===== src/sv/jtsp_pkg.sv =====
`default_nettype none

package jtsp_pkg;

  localparam int BYTE_W     = 8;
  localparam int EV_W       = 4;
  localparam int IND_W      = 7;
  localparam int MANT_OUT_W = 40;
  localparam int FRAC_W     = 4;

  // event codes
  localparam logic [EV_W-1:0] EV_OBJ   = 4'd0;
  localparam logic [EV_W-1:0] EV_ARR   = 4'd1;
  localparam logic [EV_W-1:0] EV_CHAR  = 4'd2;
  localparam logic [EV_W-1:0] EV_SEND  = 4'd3;
  localparam logic [EV_W-1:0] EV_NUM   = 4'd4;
  localparam logic [EV_W-1:0] EV_TRUE  = 4'd5;
  localparam logic [EV_W-1:0] EV_FALSE = 4'd6;
  localparam logic [EV_W-1:0] EV_NULL  = 4'd7;
  localparam logic [EV_W-1:0] EV_DOC   = 4'd8;

  // characters of interest
  localparam logic [BYTE_W-1:0] CH_NUL    = 8'h00;
  localparam logic [BYTE_W-1:0] CH_LBRACE = 8'h7B;
  localparam logic [BYTE_W-1:0] CH_LBRACK = 8'h5B;
  localparam logic [BYTE_W-1:0] CH_QUOTE  = 8'h22;
  localparam logic [BYTE_W-1:0] CH_COLON  = 8'h3A;
  localparam logic [BYTE_W-1:0] CH_COMMA  = 8'h2C;
  localparam logic [BYTE_W-1:0] CH_RBRACE = 8'h7D;
  localparam logic [BYTE_W-1:0] CH_RBRACK = 8'h5D;
  localparam logic [BYTE_W-1:0] CH_POINT  = 8'h2E;
  localparam logic [BYTE_W-1:0] CH_F      = 8'h66;
  localparam logic [BYTE_W-1:0] CH_T      = 8'h74;
  localparam logic [BYTE_W-1:0] CH_N      = 8'h6E;
  localparam logic [BYTE_W-1:0] CH_DIG0   = 8'h30;
  localparam logic [BYTE_W-1:0] CH_DIG9   = 8'h39;

  localparam logic [IND_W-1:0]  INDENT_MAX = 7'd127;
  localparam logic [FRAC_W-1:0] FRAC_MAX   = 4'd15;
  localparam int                DEC_BASE   = 10;

  // byte classes produced by the front end
  typedef enum logic [3:0] {
    CL_OPEN_OBJ,
    CL_OPEN_ARR,
    CL_QUOTE,
    CL_DIGIT,
    CL_POINT,
    CL_COLON,
    CL_COMMA,
    CL_CLOSE,
    CL_FALSE,
    CL_TRUE,
    CL_NULL,
    CL_END,
    CL_OTHER
  } cls_t;

  typedef struct packed {
    cls_t              cls;
    logic [BYTE_W-1:0] data;
  } item_t;

  typedef struct packed {
    logic [EV_W-1:0]       event_res;
    logic [IND_W-1:0]      indent;
    logic [BYTE_W-1:0]     char_value;
    logic                  is_key;
    logic [MANT_OUT_W-1:0] mantissa;
    logic [FRAC_W-1:0]     frac_digits;
    logic                  num_overflow;
    logic                  depth_error;
    logic                  last;
  } res_t;

endpackage

`default_nettype wire


===== src/sv/jtsp_in_if.sv =====
`default_nettype none

interface jtsp_in_if;
  import jtsp_pkg::*;

  logic              valid;
  logic              ready;
  logic [BYTE_W-1:0] text_byte;

  modport source (output valid, output text_byte, input ready);
  modport sink (input valid, input text_byte, output ready);
endinterface

`default_nettype wire


===== src/sv/jtsp_out_if.sv =====
`default_nettype none

interface jtsp_out_if;
  import jtsp_pkg::*;

  logic                  valid;
  logic                  ready;
  logic [EV_W-1:0]       event_res;
  logic [IND_W-1:0]      indent;
  logic [BYTE_W-1:0]     char_value;
  logic                  is_key;
  logic [MANT_OUT_W-1:0] mantissa;
  logic [FRAC_W-1:0]     frac_digits;
  logic                  num_overflow;
  logic                  depth_error;
  logic                  last;

  modport source (
    output valid, output event_res, output indent, output char_value, output is_key,
    output mantissa, output frac_digits, output num_overflow, output depth_error,
    output last, input ready
  );
  modport sink (
    input valid, input event_res, input indent, input char_value, input is_key,
    input mantissa, input frac_digits, input num_overflow, input depth_error,
    input last, output ready
  );
endinterface

`default_nettype wire


===== src/sv/jtsp_front.sv =====
`default_nettype none

module jtsp_front (
  input  logic            clk,
  input  logic            rst,
  jtsp_in_if.sink         byte_in,
  output jtsp_pkg::item_t item,
  output logic            item_valid,
  input  logic            item_ready
);
  import jtsp_pkg::*;

  localparam logic [1:0] FQ_DEPTH = 2'd2;

  item_t      slot [2];
  logic       wr_ptr;
  logic       rd_ptr;
  logic [1:0] count;
  logic       push;
  logic       pop;

  function automatic cls_t classify(input logic [BYTE_W-1:0] b);
    cls_t c;
    c = CL_OTHER;
    case (b)
      CH_LBRACE:           c = CL_OPEN_OBJ;
      CH_LBRACK:           c = CL_OPEN_ARR;
      CH_QUOTE:            c = CL_QUOTE;
      CH_POINT:            c = CL_POINT;
      CH_COLON:            c = CL_COLON;
      CH_COMMA:            c = CL_COMMA;
      CH_RBRACE, CH_RBRACK: c = CL_CLOSE;
      CH_F:                c = CL_FALSE;
      CH_T:                c = CL_TRUE;
      CH_N:                c = CL_NULL;
      CH_NUL:              c = CL_END;
      default:             c = (b inside {[CH_DIG0:CH_DIG9]}) ? CL_DIGIT : CL_OTHER;
    endcase
    return c;
  endfunction

  assign byte_in.ready = (count != FQ_DEPTH);
  assign push          = byte_in.valid && byte_in.ready;
  assign item_valid    = (count != 2'd0);
  assign pop           = item_valid && item_ready;
  assign item          = slot[rd_ptr];

  always_ff @(posedge clk) begin
    if (rst) begin
      wr_ptr <= 1'b0;
      rd_ptr <= 1'b0;
      count  <= 2'd0;
    end else begin
      if (push) begin
        wr_ptr <= ~wr_ptr;
      end
      if (pop) begin
        rd_ptr <= ~rd_ptr;
      end
      count <= count + {1'b0, push} - {1'b0, pop};
    end
  end

  // classified bytes, no reset needed
  always_ff @(posedge clk) begin
    if (push) begin
      slot[wr_ptr] <= '{cls: classify(byte_in.text_byte), data: byte_in.text_byte};
    end
  end

endmodule

`default_nettype wire


===== src/sv/jtsp_back.sv =====
`default_nettype none

module jtsp_back #(
  parameter int NEST_MAX  = 32,
  parameter int MANT_BITS = 40
) (
  input  logic            clk,
  input  logic            rst,
  input  jtsp_pkg::item_t item,
  input  logic            item_valid,
  output logic            item_ready,
  jtsp_out_if.source      event_out
);
  import jtsp_pkg::*;

  localparam int IW = $clog2(NEST_MAX);
  localparam int NW = $clog2(NEST_MAX + 1);
  localparam int PW = MANT_BITS + 4;
  localparam int EW = (MANT_BITS > MANT_OUT_W) ? MANT_BITS : MANT_OUT_W;
  localparam logic [NW-1:0] NEST_FULL = NW'(NEST_MAX);
  localparam int RQ_DEPTH = 4;
  localparam int RQ_AW    = 2;

  typedef enum logic [2:0] {
    M_NORMAL,
    M_STRING,
    M_AFTER_STR,
    M_NUMBER,
    M_SKIP
  } mode_t;

  // scanner state
  mode_t                mode, mode_next;
  logic [1:0]           skip_left, skip_left_next;
  logic [IND_W-1:0]     indent_level, indent_level_next;
  logic                 key_pending, key_pending_next;
  logic [NW-1:0]        nest_count, nest_count_next;
  logic [MANT_BITS-1:0] mantissa_acc, mantissa_acc_next;
  logic [FRAC_W-1:0]    frac_count, frac_count_next;
  logic                 seen_point, seen_point_next;
  logic                 overflow_flag, overflow_flag_next;
  logic                 error_flag, error_flag_next;
  logic                 top_bit, top_bit_next;
  logic                 below_bit;

  // stack below the top entry
  logic          stack_mem [NEST_MAX];
  logic          stk_we;
  logic [IW-1:0] stk_waddr;
  logic [IW-1:0] stk_raddr;

  // result queue
  res_t               rq [RQ_DEPTH];
  logic [RQ_AW-1:0]   rq_wr, rq_rd;
  logic [RQ_AW:0]     rq_count;
  logic               rq_pop;
  res_t               res0, res1;
  logic [1:0]         n_res;

  logic                  take;
  logic [EW-1:0]         acc_ext;
  logic [MANT_OUT_W-1:0] acc_out;

  assign acc_ext = EW'(mantissa_acc);
  assign acc_out = acc_ext[MANT_OUT_W-1:0];

  assign item_ready = (rq_count <= (RQ_AW+1)'(RQ_DEPTH - 2));
  assign take       = item_valid && item_ready;

  function automatic res_t mk_res(
    input logic [EV_W-1:0]       ev,
    input logic [IND_W-1:0]      ind,
    input logic [BYTE_W-1:0]     ch,
    input logic                  key,
    input logic [MANT_OUT_W-1:0] mant,
    input logic [FRAC_W-1:0]     frac,
    input logic                  ovf,
    input logic                  derr
  );
    res_t r;
    r.event_res    = ev;
    r.indent       = ind;
    r.char_value   = ch;
    r.is_key       = key;
    r.mantissa     = mant;
    r.frac_digits  = frac;
    r.num_overflow = ovf;
    r.depth_error  = derr;
    r.last         = 1'b0;
    return r;
  endfunction

  always_comb begin
    logic           normal;
    logic           doc;
    logic           digit;
    logic           e1_v, e2_v;
    res_t           e1, e2;
    logic [PW-1:0]  prod;
    logic [3:0]     dval;

    mode_next          = mode;
    skip_left_next     = skip_left;
    indent_level_next  = indent_level;
    key_pending_next   = key_pending;
    nest_count_next    = nest_count;
    mantissa_acc_next  = mantissa_acc;
    frac_count_next    = frac_count;
    seen_point_next    = seen_point;
    overflow_flag_next = overflow_flag;
    error_flag_next    = error_flag;
    top_bit_next       = top_bit;
    stk_we             = 1'b0;
    stk_waddr          = IW'(nest_count - NW'(1));
    normal             = 1'b0;
    doc                = 1'b0;
    digit              = 1'b0;
    e1_v               = 1'b0;
    e2_v               = 1'b0;
    e1                 = '0;
    e2                 = '0;
    dval               = item.data[3:0];
    prod               = '0;

    if (take) begin
      case (mode)
        M_STRING: begin
          if (item.cls == CL_QUOTE) begin
            mode_next = M_AFTER_STR;
          end else if (item.cls == CL_END) begin
            doc = 1'b1;
          end else begin
            e1_v = 1'b1;
            e1   = mk_res(EV_CHAR, indent_level, item.data, 1'b0, '0, '0, 1'b0, 1'b0);
          end
        end
        M_AFTER_STR: begin
          mode_next = M_NORMAL;
          if (item.cls == CL_COLON) begin
            e1_v = 1'b1;
            e1   = mk_res(EV_SEND, indent_level, '0, 1'b1, '0, '0, 1'b0, 1'b0);
            if (indent_level_next < INDENT_MAX) begin
              indent_level_next = indent_level_next + IND_W'(1);
            end
            key_pending_next = 1'b1;
          end else begin
            e1_v   = 1'b1;
            e1     = mk_res(EV_SEND, indent_level, '0, 1'b0, '0, '0, 1'b0, 1'b0);
            normal = 1'b1;
          end
        end
        M_NUMBER: begin
          if (item.cls == CL_DIGIT) begin
            digit = 1'b1;
          end else if (item.cls == CL_POINT) begin
            seen_point_next = 1'b1;
          end else begin
            e1_v      = 1'b1;
            e1        = mk_res(EV_NUM, indent_level, '0, 1'b0, acc_out, frac_count,
                               overflow_flag, 1'b0);
            mode_next = M_NORMAL;
            normal    = 1'b1;
          end
        end
        M_SKIP: begin
          if (item.cls == CL_END) begin
            doc = 1'b1;
          end else if (skip_left == 2'd0) begin
            mode_next = M_NORMAL;
          end else begin
            skip_left_next = skip_left - 2'd1;
          end
        end
        default: begin
          mode_next = M_NORMAL;
          normal    = 1'b1;
        end
      endcase

      if (normal) begin
        case (item.cls)
          CL_OPEN_OBJ, CL_OPEN_ARR: begin
            e2_v = 1'b1;
            e2   = mk_res((item.cls == CL_OPEN_OBJ) ? EV_OBJ : EV_ARR, indent_level_next,
                          '0, 1'b0, '0, '0, 1'b0, 1'b0);
            if (indent_level_next < INDENT_MAX) begin
              indent_level_next = indent_level_next + IND_W'(1);
            end
            if (nest_count_next < NEST_FULL) begin
              // old top goes down into the memory
              if (nest_count_next != '0) begin
                stk_we    = 1'b1;
                stk_waddr = IW'(nest_count_next - NW'(1));
              end
              top_bit_next    = key_pending_next;
              nest_count_next = nest_count_next + NW'(1);
            end else begin
              error_flag_next = 1'b1;
            end
            key_pending_next = 1'b0;
          end
          CL_QUOTE: begin
            mode_next = M_STRING;
          end
          CL_DIGIT: begin
            mode_next          = M_NUMBER;
            mantissa_acc_next  = '0;
            frac_count_next    = '0;
            seen_point_next    = 1'b0;
            overflow_flag_next = 1'b0;
            digit              = 1'b1;
          end
          CL_COMMA: begin
            if (key_pending_next) begin
              key_pending_next = 1'b0;
              if (indent_level_next != '0) begin
                indent_level_next = indent_level_next - IND_W'(1);
              end
            end
          end
          CL_CLOSE: begin
            if (key_pending_next) begin
              key_pending_next = 1'b0;
              if (indent_level_next != '0) begin
                indent_level_next = indent_level_next - IND_W'(1);
              end
            end
            if (indent_level_next != '0) begin
              indent_level_next = indent_level_next - IND_W'(1);
            end
            if (nest_count_next != '0) begin
              nest_count_next  = nest_count_next - NW'(1);
              key_pending_next = top_bit;
              top_bit_next     = below_bit;
            end else begin
              error_flag_next = 1'b1;
            end
          end
          CL_FALSE: begin
            e2_v           = 1'b1;
            e2             = mk_res(EV_FALSE, indent_level_next, '0, 1'b0, '0, '0, 1'b0,
                                    1'b0);
            mode_next      = M_SKIP;
            skip_left_next = 2'd3;
          end
          CL_TRUE: begin
            e2_v           = 1'b1;
            e2             = mk_res(EV_TRUE, indent_level_next, '0, 1'b0, '0, '0, 1'b0,
                                    1'b0);
            mode_next      = M_SKIP;
            skip_left_next = 2'd2;
          end
          CL_NULL: begin
            e2_v           = 1'b1;
            e2             = mk_res(EV_NULL, indent_level_next, '0, 1'b0, '0, '0, 1'b0,
                                    1'b0);
            mode_next      = M_SKIP;
            skip_left_next = 2'd2;
          end
          CL_END: begin
            doc = 1'b1;
          end
          default: begin
          end
        endcase
      end

      // decimal digit: fraction count first, then saturating shift-add
      if (digit) begin
        if (seen_point_next && (frac_count_next >= FRAC_MAX)) begin
          overflow_flag_next = 1'b1;
        end else begin
          if (seen_point_next) begin
            frac_count_next = frac_count_next + FRAC_W'(1);
          end
          prod = PW'(mantissa_acc_next) * PW'(DEC_BASE) + PW'(dval);
          if (prod[PW-1:MANT_BITS] != '0) begin
            mantissa_acc_next  = '1;
            overflow_flag_next = 1'b1;
          end else begin
            mantissa_acc_next = prod[MANT_BITS-1:0];
          end
        end
      end

      if (doc) begin
        e2_v = 1'b1;
        e2   = mk_res(EV_DOC, indent_level, '0, 1'b0, '0, '0, 1'b0,
                      error_flag || (nest_count != '0));
        mode_next          = M_NORMAL;
        skip_left_next     = '0;
        indent_level_next  = '0;
        key_pending_next   = 1'b0;
        nest_count_next    = '0;
        mantissa_acc_next  = '0;
        frac_count_next    = '0;
        seen_point_next    = 1'b0;
        overflow_flag_next = 1'b0;
        error_flag_next    = 1'b0;
      end
    end

    res0      = e1_v ? e1 : e2;
    res0.last = !(e1_v && e2_v);
    res1      = e2;
    res1.last = 1'b1;
    n_res     = {1'b0, e1_v} + {1'b0, e2_v};
    stk_raddr = IW'(nest_count_next - NW'(2));
  end

  assign event_out.valid        = (rq_count != '0);
  assign event_out.event_res    = rq[rq_rd].event_res;
  assign event_out.indent       = rq[rq_rd].indent;
  assign event_out.char_value   = rq[rq_rd].char_value;
  assign event_out.is_key       = rq[rq_rd].is_key;
  assign event_out.mantissa     = rq[rq_rd].mantissa;
  assign event_out.frac_digits  = rq[rq_rd].frac_digits;
  assign event_out.num_overflow = rq[rq_rd].num_overflow;
  assign event_out.depth_error  = rq[rq_rd].depth_error;
  assign event_out.last         = rq[rq_rd].last;
  assign rq_pop                 = event_out.valid && event_out.ready;

  always_ff @(posedge clk) begin
    if (rst) begin
      mode          <= M_NORMAL;
      skip_left     <= '0;
      indent_level  <= '0;
      key_pending   <= 1'b0;
      nest_count    <= '0;
      mantissa_acc  <= '0;
      frac_count    <= '0;
      seen_point    <= 1'b0;
      overflow_flag <= 1'b0;
      error_flag    <= 1'b0;
      rq_wr         <= '0;
      rq_rd         <= '0;
      rq_count      <= '0;
    end else begin
      mode          <= mode_next;
      skip_left     <= skip_left_next;
      indent_level  <= indent_level_next;
      key_pending   <= key_pending_next;
      nest_count    <= nest_count_next;
      mantissa_acc  <= mantissa_acc_next;
      frac_count    <= frac_count_next;
      seen_point    <= seen_point_next;
      overflow_flag <= overflow_flag_next;
      error_flag    <= error_flag_next;
      top_bit       <= top_bit_next;
      if (n_res != 2'd0) begin
        rq[rq_wr] <= res0;
      end
      if (n_res == 2'd2) begin
        rq[rq_wr + RQ_AW'(1)] <= res1;
      end
      rq_wr    <= rq_wr + RQ_AW'(n_res);
      if (rq_pop) begin
        rq_rd <= rq_rd + RQ_AW'(1);
      end
      rq_count <= rq_count + (RQ_AW+1)'(n_res) - (RQ_AW+1)'(rq_pop);
    end
  end

  // stack memory with registered read of the entry under the top, write bypassed
  always_ff @(posedge clk) begin
    if (stk_we) begin
      stack_mem[stk_waddr] <= top_bit;
    end
    below_bit <= (stk_we && (stk_waddr == stk_raddr)) ? top_bit : stack_mem[stk_raddr];
  end

endmodule

`default_nettype wire


===== src/sv/json_token_stream_parser.sv =====
// path: a byte is classified into the front queue, then the scanner writes its events into the result queue
// throughput: one byte per cycle while the result queue has room for two events; the result
//   queue has a single read port, so a byte with two events hands them out one at a time
// reset: synchronous active-high rst clears both queues and all scanner state but the top stack bit at once;
//   the nesting stack memory is not cleared and is only read below the fill count
`default_nettype none

module json_token_stream_parser #(
  parameter int NEST_MAX  = 32,
  parameter int MANT_BITS = 40
) (
  input  logic       clk,
  input  logic       rst,
  jtsp_in_if.sink    byte_in,
  jtsp_out_if.source event_out
);
  import jtsp_pkg::*;

  // classified byte handed from the front end to the scanner
  item_t item;
  logic  item_valid;
  logic  item_ready;

  // front: takes text bytes, sorts them into classes, small queue
  jtsp_front u_front (
    .clk        (clk),
    .rst        (rst),
    .byte_in    (byte_in),
    .item       (item),
    .item_valid (item_valid),
    .item_ready (item_ready)
  );

  // back: scanner state, nesting stack, number accumulator and result queue;
  // it takes an item only when the result queue has room for two events
  jtsp_back #(
    .NEST_MAX  (NEST_MAX),
    .MANT_BITS (MANT_BITS)
  ) u_back (
    .clk        (clk),
    .rst        (rst),
    .item       (item),
    .item_valid (item_valid),
    .item_ready (item_ready),
    .event_out  (event_out)
  );

endmodule

`default_nettype wire

===== src/flat_wrapper.sv =====
// flat-port wrapper written by rule: the top's interface ports become plain ports
module json_token_stream_parser_flat import jtsp_pkg::*;
#(
  parameter int NEST_MAX  = 32,
  parameter int MANT_BITS = 40
)
  (clk, rst, byte_in_valid, byte_in_text_byte, byte_in_ready, event_out_valid, event_out_event_res, event_out_indent, event_out_char_value, event_out_is_key, event_out_mantissa, event_out_frac_digits, event_out_num_overflow, event_out_depth_error, event_out_last, event_out_ready);
  jtsp_in_if byte_in_i ();
  jtsp_out_if event_out_i ();
  input  logic clk;
  input  logic rst;
  input wire logic [$bits(byte_in_i.valid)-1:0] byte_in_valid;
  input wire logic [$bits(byte_in_i.text_byte)-1:0] byte_in_text_byte;
  output wire logic [$bits(byte_in_i.ready)-1:0] byte_in_ready;
  output wire logic [$bits(event_out_i.valid)-1:0] event_out_valid;
  output wire logic [$bits(event_out_i.event_res)-1:0] event_out_event_res;
  output wire logic [$bits(event_out_i.indent)-1:0] event_out_indent;
  output wire logic [$bits(event_out_i.char_value)-1:0] event_out_char_value;
  output wire logic [$bits(event_out_i.is_key)-1:0] event_out_is_key;
  output wire logic [$bits(event_out_i.mantissa)-1:0] event_out_mantissa;
  output wire logic [$bits(event_out_i.frac_digits)-1:0] event_out_frac_digits;
  output wire logic [$bits(event_out_i.num_overflow)-1:0] event_out_num_overflow;
  output wire logic [$bits(event_out_i.depth_error)-1:0] event_out_depth_error;
  output wire logic [$bits(event_out_i.last)-1:0] event_out_last;
  input wire logic [$bits(event_out_i.ready)-1:0] event_out_ready;
  assign byte_in_i.valid = byte_in_valid;
  assign byte_in_i.text_byte = byte_in_text_byte;
  assign byte_in_ready = byte_in_i.ready;
  assign event_out_valid = event_out_i.valid;
  assign event_out_event_res = event_out_i.event_res;
  assign event_out_indent = event_out_i.indent;
  assign event_out_char_value = event_out_i.char_value;
  assign event_out_is_key = event_out_i.is_key;
  assign event_out_mantissa = event_out_i.mantissa;
  assign event_out_frac_digits = event_out_i.frac_digits;
  assign event_out_num_overflow = event_out_i.num_overflow;
  assign event_out_depth_error = event_out_i.depth_error;
  assign event_out_last = event_out_i.last;
  assign event_out_i.ready = event_out_ready;
  json_token_stream_parser #(.NEST_MAX(NEST_MAX), .MANT_BITS(MANT_BITS)) u_core (.clk(clk), .rst(rst), .byte_in(byte_in_i), .event_out(event_out_i));
endmodule

===== config.mk =====
export PLATFORM = sky130hd
export DESIGN_NAME = json_token_stream_parser_flat
export DESIGN_NICKNAME = d
export VERILOG_FILES = /design/src/sv/jtsp_pkg.sv /design/src/sv/jtsp_in_if.sv /design/src/sv/jtsp_out_if.sv /design/src/sv/jtsp_front.sv /design/src/sv/jtsp_back.sv /design/src/sv/json_token_stream_parser.sv /design/src/flat_wrapper.sv
export SDC_FILE = /design/constraint.sdc
export NUM_CORES = 1
export LEC_CHECK = 0
export ABC_AREA = 1
export BUFFER_PORTS_ARGS = -buffer_cell sky130_fd_sc_hd__buf_4
export CAP_MARGIN = 30
export CORE_AREA = 8 8 288 290
export DETAILED_ROUTE_END_ITERATION = 16
export DIE_AREA = 0 0 296 298
export GPL_TIMING_DRIVEN = 0
export SYNTH_ARGS = -nofsm -noshare
export SYNTH_HDL_FRONTEND = slang
export SYNTH_SLANG_ARGS = --single-unit

===== constraint.sdc =====
create_clock -name clk -period 10.5 [get_ports clk]
set_input_delay 0.525 -clock clk [delete_from_list [all_inputs] [get_ports clk]]
set_output_delay 0.525 -clock clk [all_outputs]
set_load 0.05 [all_outputs]

* Word level (Yosys, flattened, before mapping)
Memory sizes are Yosys's and may differ from the RTL's. A register that Yosys moved wholly into a read port is not among the register bits.
Index checks and enable logic that the tools add are counted.
** Word-level totals
- Memories :: 3
- Flip-flop bits (word level) :: 78
- Word-level logic and storage cells :: 247
- Memory bits (writable) :: 324
- Input bits :: 12
** Memory list
- u_core.u_back.rq :: depth 4, width 67, rd ports 1, clocked after memory_dff 1, write ports 2, RTL line jtsp_back.sv:53 : res_t rq [RQ_DEPTH];
- u_core.u_back.stack_mem :: depth 32, width 1, rd ports 1, clocked after memory_dff 1, write ports 1, RTL line jtsp_back.sv:47 : logic stack_mem [NEST_MAX];
- u_core.u_front.slot :: depth 2, width 12, rd ports 1, clocked after memory_dff 1, write ports 1, RTL line jtsp_front.sv:15 : item_t slot [2];
** Cells by class
- Multipliers :: 1
- Reductions and logical operators :: 30
- $lt $le $gt $ge :: 7
- Eq/ne operators :: 32
- Bitwise logic cells :: 3
- Multiplexer cells :: 136
- Add/sub/neg operators :: 18
** Operators with widths (number)
- $mux 40 :: 7
- $mux 66 :: 4
- $pmux 66 s4 :: 1
- $mux 67 :: 3
- $pmux 66 s3 :: 1
- $mux 65 :: 2
- $mux 7 :: 13
- $mux 1 :: 64
- $eq 8x7->1 const B :: 7
- $mux 48 :: 1
- $add 44x4->44 :: 1
- $pmux 4 s11 :: 1
- $mul 40x3->43 const B :: 1
- $mux 4 :: 9
- $eq 8x6->1 const B :: 4
- $mux 6 :: 5
- $mux 3 :: 7
- $pmux 7 s3 :: 1
- $pmux 3 s3 :: 2
- $eq 4x3->1 const B :: 4
- $eq 4x4->1 const B :: 4
- $add 7x1->7 const B :: 2
- $lt 7x7->1 const B :: 2
- $mux 2 :: 7
- other kinds (47) :: 74

* Logic depth before layout (Yosys ltp)
- Word-level depth :: 16
- Mapped depth :: 42

* Modules after synthesis
A second synthesis with hierarchy kept.
** Second synthesis, totals
- Cells, all modules :: 3423
- Area, all modules :: 23715.2 um^2
** Modules (own cells, without submodules)
- jtsp_back :: times used 1, area each 22331.4 um^2, cells an instance 3293
- jtsp_front :: times used 1, area each 1383.8 um^2, cells an instance 130

* Worst setup path before layout
No wires, ideal clock.
- Path kind :: register -> register
- From :: register (tool-made name)
- To :: register u_core.u_back.mantissa_acc[18], in the netlist u_core.u_back.acc_ext[18]
- Stages on the path, launching flop included :: 39
- Required time :: 10.369 ns
- Arrival time :: 4.790 ns
- Setup time :: 0.131 ns
- Path buffers :: 3
- Setup slack :: 5.579 ns
- Path through :: dfxtp_1 > buf_6 > nor2_1 > nor2_2 > nand2_1 > nor2_1 > inv_1 > nand3_1 > nand2_2 > nand2_2 > clkinv_1 > clkbuf_1 > nor2_1 > ha_1 > ha_1 > inv_1 > fa_1 > inv_2 > [... 3 more ...] > nand2_2 > nor2_4 > nand3_2 > nor2_4 > nand2_4 > nor2_8 > nand2_4 > nor2_4 > nand2_1 > nand2_1 > nand2_2 > nor2_4 > nand2_4 > inv_4 > nand2_8 > buf_8 > o21ai_2 > a21oi_2
** RTL lines
- end signal: assignment :: RTL line jtsp_back.sv:344 : mantissa_acc <= mantissa_acc_next;
- end: declaration :: RTL line jtsp_back.sv:38 : logic [MANT_BITS-1:0] mantissa_acc, mantissa_acc_next;

==> reports/metrics.cfg <==
[outcome]
status = completed

[clocking]
clk_path_buf_depth = 3
cts_resized = 0
h-tree-depth = 2
clock_latency_ps = 570
ctsHoldBuffers = 0
cts_tree = done
cts-root-buf = clkbuf_16
cts_sinks = 410
post-cts-setup-buffers = 0
clk_transition_reported_paths_ps = 60
cts_made_buffers = 42

[power_and_ir_drop]
total_power_mw = 5.99
p_per_area_nw_per_um2 = 219
vdd_drop_max_v = 0.000139
total_leakage_power_nw = 11.7

[final_layout]
drive_above_1_share_pct = 8.64
area_growth_pct = 13.9
final_nets = 3640
fill_cells = 8463
n_antenna_cell = 0

[die]
die_x_um = 296
start_util_pct = 30.6
rows = 103
fp.dieH_um = 298
ios = 81
dieArea_um2 = 88200
core_area_um2 = 78400

[global_route]
grt_pass1_wl_mm = 121
busiest_layer = met2
antenna_found_initial = 0
track_usage_pct = 17.0
met3_usage_pct = 1.79
grt_max_degree = 34
use_met1_pct = 22.8
grt_overflow = 0
grt_pass1_vias = 21472
use_met2_pct = 28.5

[critical_path]
cpMaxStageDelayCell = dfxtp_1
worst-setup-path-type = register to register
required_ps = 10930
worstPathMaxFanout = 10
cp_slowest_stage_delay_ps = 420
start_kind = register
cp_common_cell = nand2_1
reg2regPathDepth = 37
crit_arrival_ps = 6970
cp-end-kind = register

[synthesis]
synthesis.area_um2 = 24000
synthXorXnorAreaFrac_pct = 2.28
synth_top_family_by_area = simple AND/OR/NAND/NOR gates
yosysSeqAreaShare_pct = 38.6
synth-adder-area-share_pct = 5.57
ys_types = 60
async_reset_ff_share_pct = 0
synth_mux_area_share_pct = 0.141
synth_edf_count = 105
syn_area_per_cell_um2 = 7.07
synth_compound_area_share_pct = 18.0
netlist_instances = 3393
yosys.area_share.simple_pct = 27.0
synth_fp_nets = 3510
ys.flop_type = dfxtp_1
yosysWarnings = 0
synth-seq-cells = 410

[sta]
max_slew_margin_pct = 31.8
skew_ps = 18.3
fin_crit_sh_pct = 62.3
clock.fmax_mhz = 153
finalSetupTns_ps = 0
drv_slew = 0
rsz0062_at_grt = no
fin_crit_ps = 6550
tightest_slew_ps = 1010
setup-violations-final = 0
report.final.hold_viol_count = 0

[placement]
dp.final_hpwl_mm = 58.8
gp_congestion = 0.903
port_buffers = 80

[detailed_routing]
routedWlPerCell_um = 16.8
drt-total-wl_mm = 77.4
drtIter0Drc = 1868
drc = 0
first_pass_iters = 6
vias = 23111
via_per_inst = 5.02
ant_nets = 0

[min_path]
min_path_cells = 1
hp-class = input port to register

[job]
cap_viol_max_count = 0

-- flip-flops by register name, indices dropped and copies added, names as in the netlist, 2 cells and up, named ones only --
signal	flops
u_core.u_back.acc_ext	40
u_core.u_back.frac_count	4
u_core.u_back.indent_level	7
u_core.u_back.mode	3
u_core.u_back.nest_count	6
u_core.u_back.rq	268
u_core.u_back.rq_count	3
u_core.u_back.rq_rd	2
u_core.u_back.rq_wr	2
u_core.u_back.skip_left	2
u_core.u_back.stack_mem	32
u_core.u_front.count	2
u_core.u_front.slot	24
-- synthesized netlist by cell type, types with 21 or more instances --
master,count,share of area [%]
nand2_2,32,0.83
clkbuf_1,126,2.0
edfxtp_1,105,13
ha_1,102,5.3
xor2_1,39,1.4
a21oi_1,159,3.3
inv_1,340,5.3
o21ai_0,421,8.8
o22ai_1,126,3.3
nor3_1,24,0.50
dfxtp_1,305,25
nand2_1,782,12
nor2_1,404,6.3
o21ai_2,21,0.77
nand3_1,167,3.5
inv_2,22,0.34
nand4_1,31,0.81
-- cells in the final DEF (no fill, tap or decap), drive strengths merged, types with 2 or more instances in the layout --
cell / n
nor4: 3
clkinv: 20
a22oi: 2
clkbuf: 187
nor3: 25
bufinv: 3
nor2: 434
or2: 6
nand2: 820
inv: 366
a31oi: 3
xor2: 43
edfxtp: 105
o21ai: 452
dfxtp: 305
xnor2: 12
mux2: 3
a211oi: 6
o22ai: 126
o211ai: 17
nand4: 31
o221ai: 3
o31ai: 4
nand3b: 7
a21oi: 162
clkinvlp: 2
fa: 3
o21a: 3
ha: 102
o21bai: 6
nand3: 187
buf: 101
-- power by group --
| group | internal (mW) | switching, mW |
|---|---|---|
| combinational | 0.671 | 1.74 |
| sequential | 1.90 | 0.155 |
| clock | 0.876 | 0.648 |
| total | 3.45 | 2.54 |
-- path summary, 6_finish.rpt --
path                                        startpoint                                      to  slack [ps]
setup / recovery                              register  u_core.u_back.acc_ext[34]$_SDFFE_PP0P_        3950
hold / removal                    byte_in_text_byte[6]     u_core.u_front.slot[1][6]$_DFFE_PP_         180
setup reg to reg                              register  u_core.u_back.acc_ext[34]$_SDFFE_PP0P_        3950
hold reg to reg   u_core.u_back.rq[1][36]$_SDFFE_PP0P_    u_core.u_back.rq[1][36]$_SDFFE_PP0P_         450
-- cell type report --
cell class	count	area, um2	area share (%)
Timing Repair Buffer	86	646	2.36
Multi-Input combinational cell	2465	12700	46.6
Clock buffer	61	1210	4.42
Buffer	141	581	2.13
Inverter	377	1420	5.20
Clock inverter	14	173	0.632
Sequential cell	410	9260	33.9
Tap cell	1050	1310	4.81
-- routing by layer --
layer  vias to the layer above  routed length [um]
met2                       677               36300
met4                         0                2080
li1                      11524                   -
met3                       122                4610
met1                     10788               34300
met5                         -                   0
-- logic make-up after synthesis --
kind of cell               Yosys count
AOI/OAI and AO/OA                  787
xor gates and xnor gates            55
adders and majority gates          105
buffers and inverters              518
DFF                                410
muxes                                3
and+or+nand+nor                   1515
-- critical path, delay by kind of cell (launching register included) --
family	cells	cell delay, ps
AO/OA/AOI/OAI	3	310
adder cells (fa/ha/maj)	3	910
buffers and inverters	8	1410
flip-flops	1	420
AND/OR/NAND/NOR	23	3370
-- through the flow --
| stage | hold WS, ps | util [%] | setup slack, ps | area, um2 | cells |
|---|---|---|---|---|---|
| 2_1_floorplan | 423 | - | 5580 | 24000 | 3393 |
| 3_3_place_gp | 432 | 33.0 | 4110 | 25900 | 4523 |
| 3_5_place_dp | 440 | 33.1 | 4030 | 25900 | 4529 |
| 4_1_cts | 145 | 34.9 | 3990 | 27300 | 4604 |
| 5_1_grt | 150 | 34.9 | 3360 | 27300 | 4604 |
| 6_report | 178 | 34.9 | 3950 | 27300 | 4604 |
No activity file was read; power rests on OpenSTA's default activity.
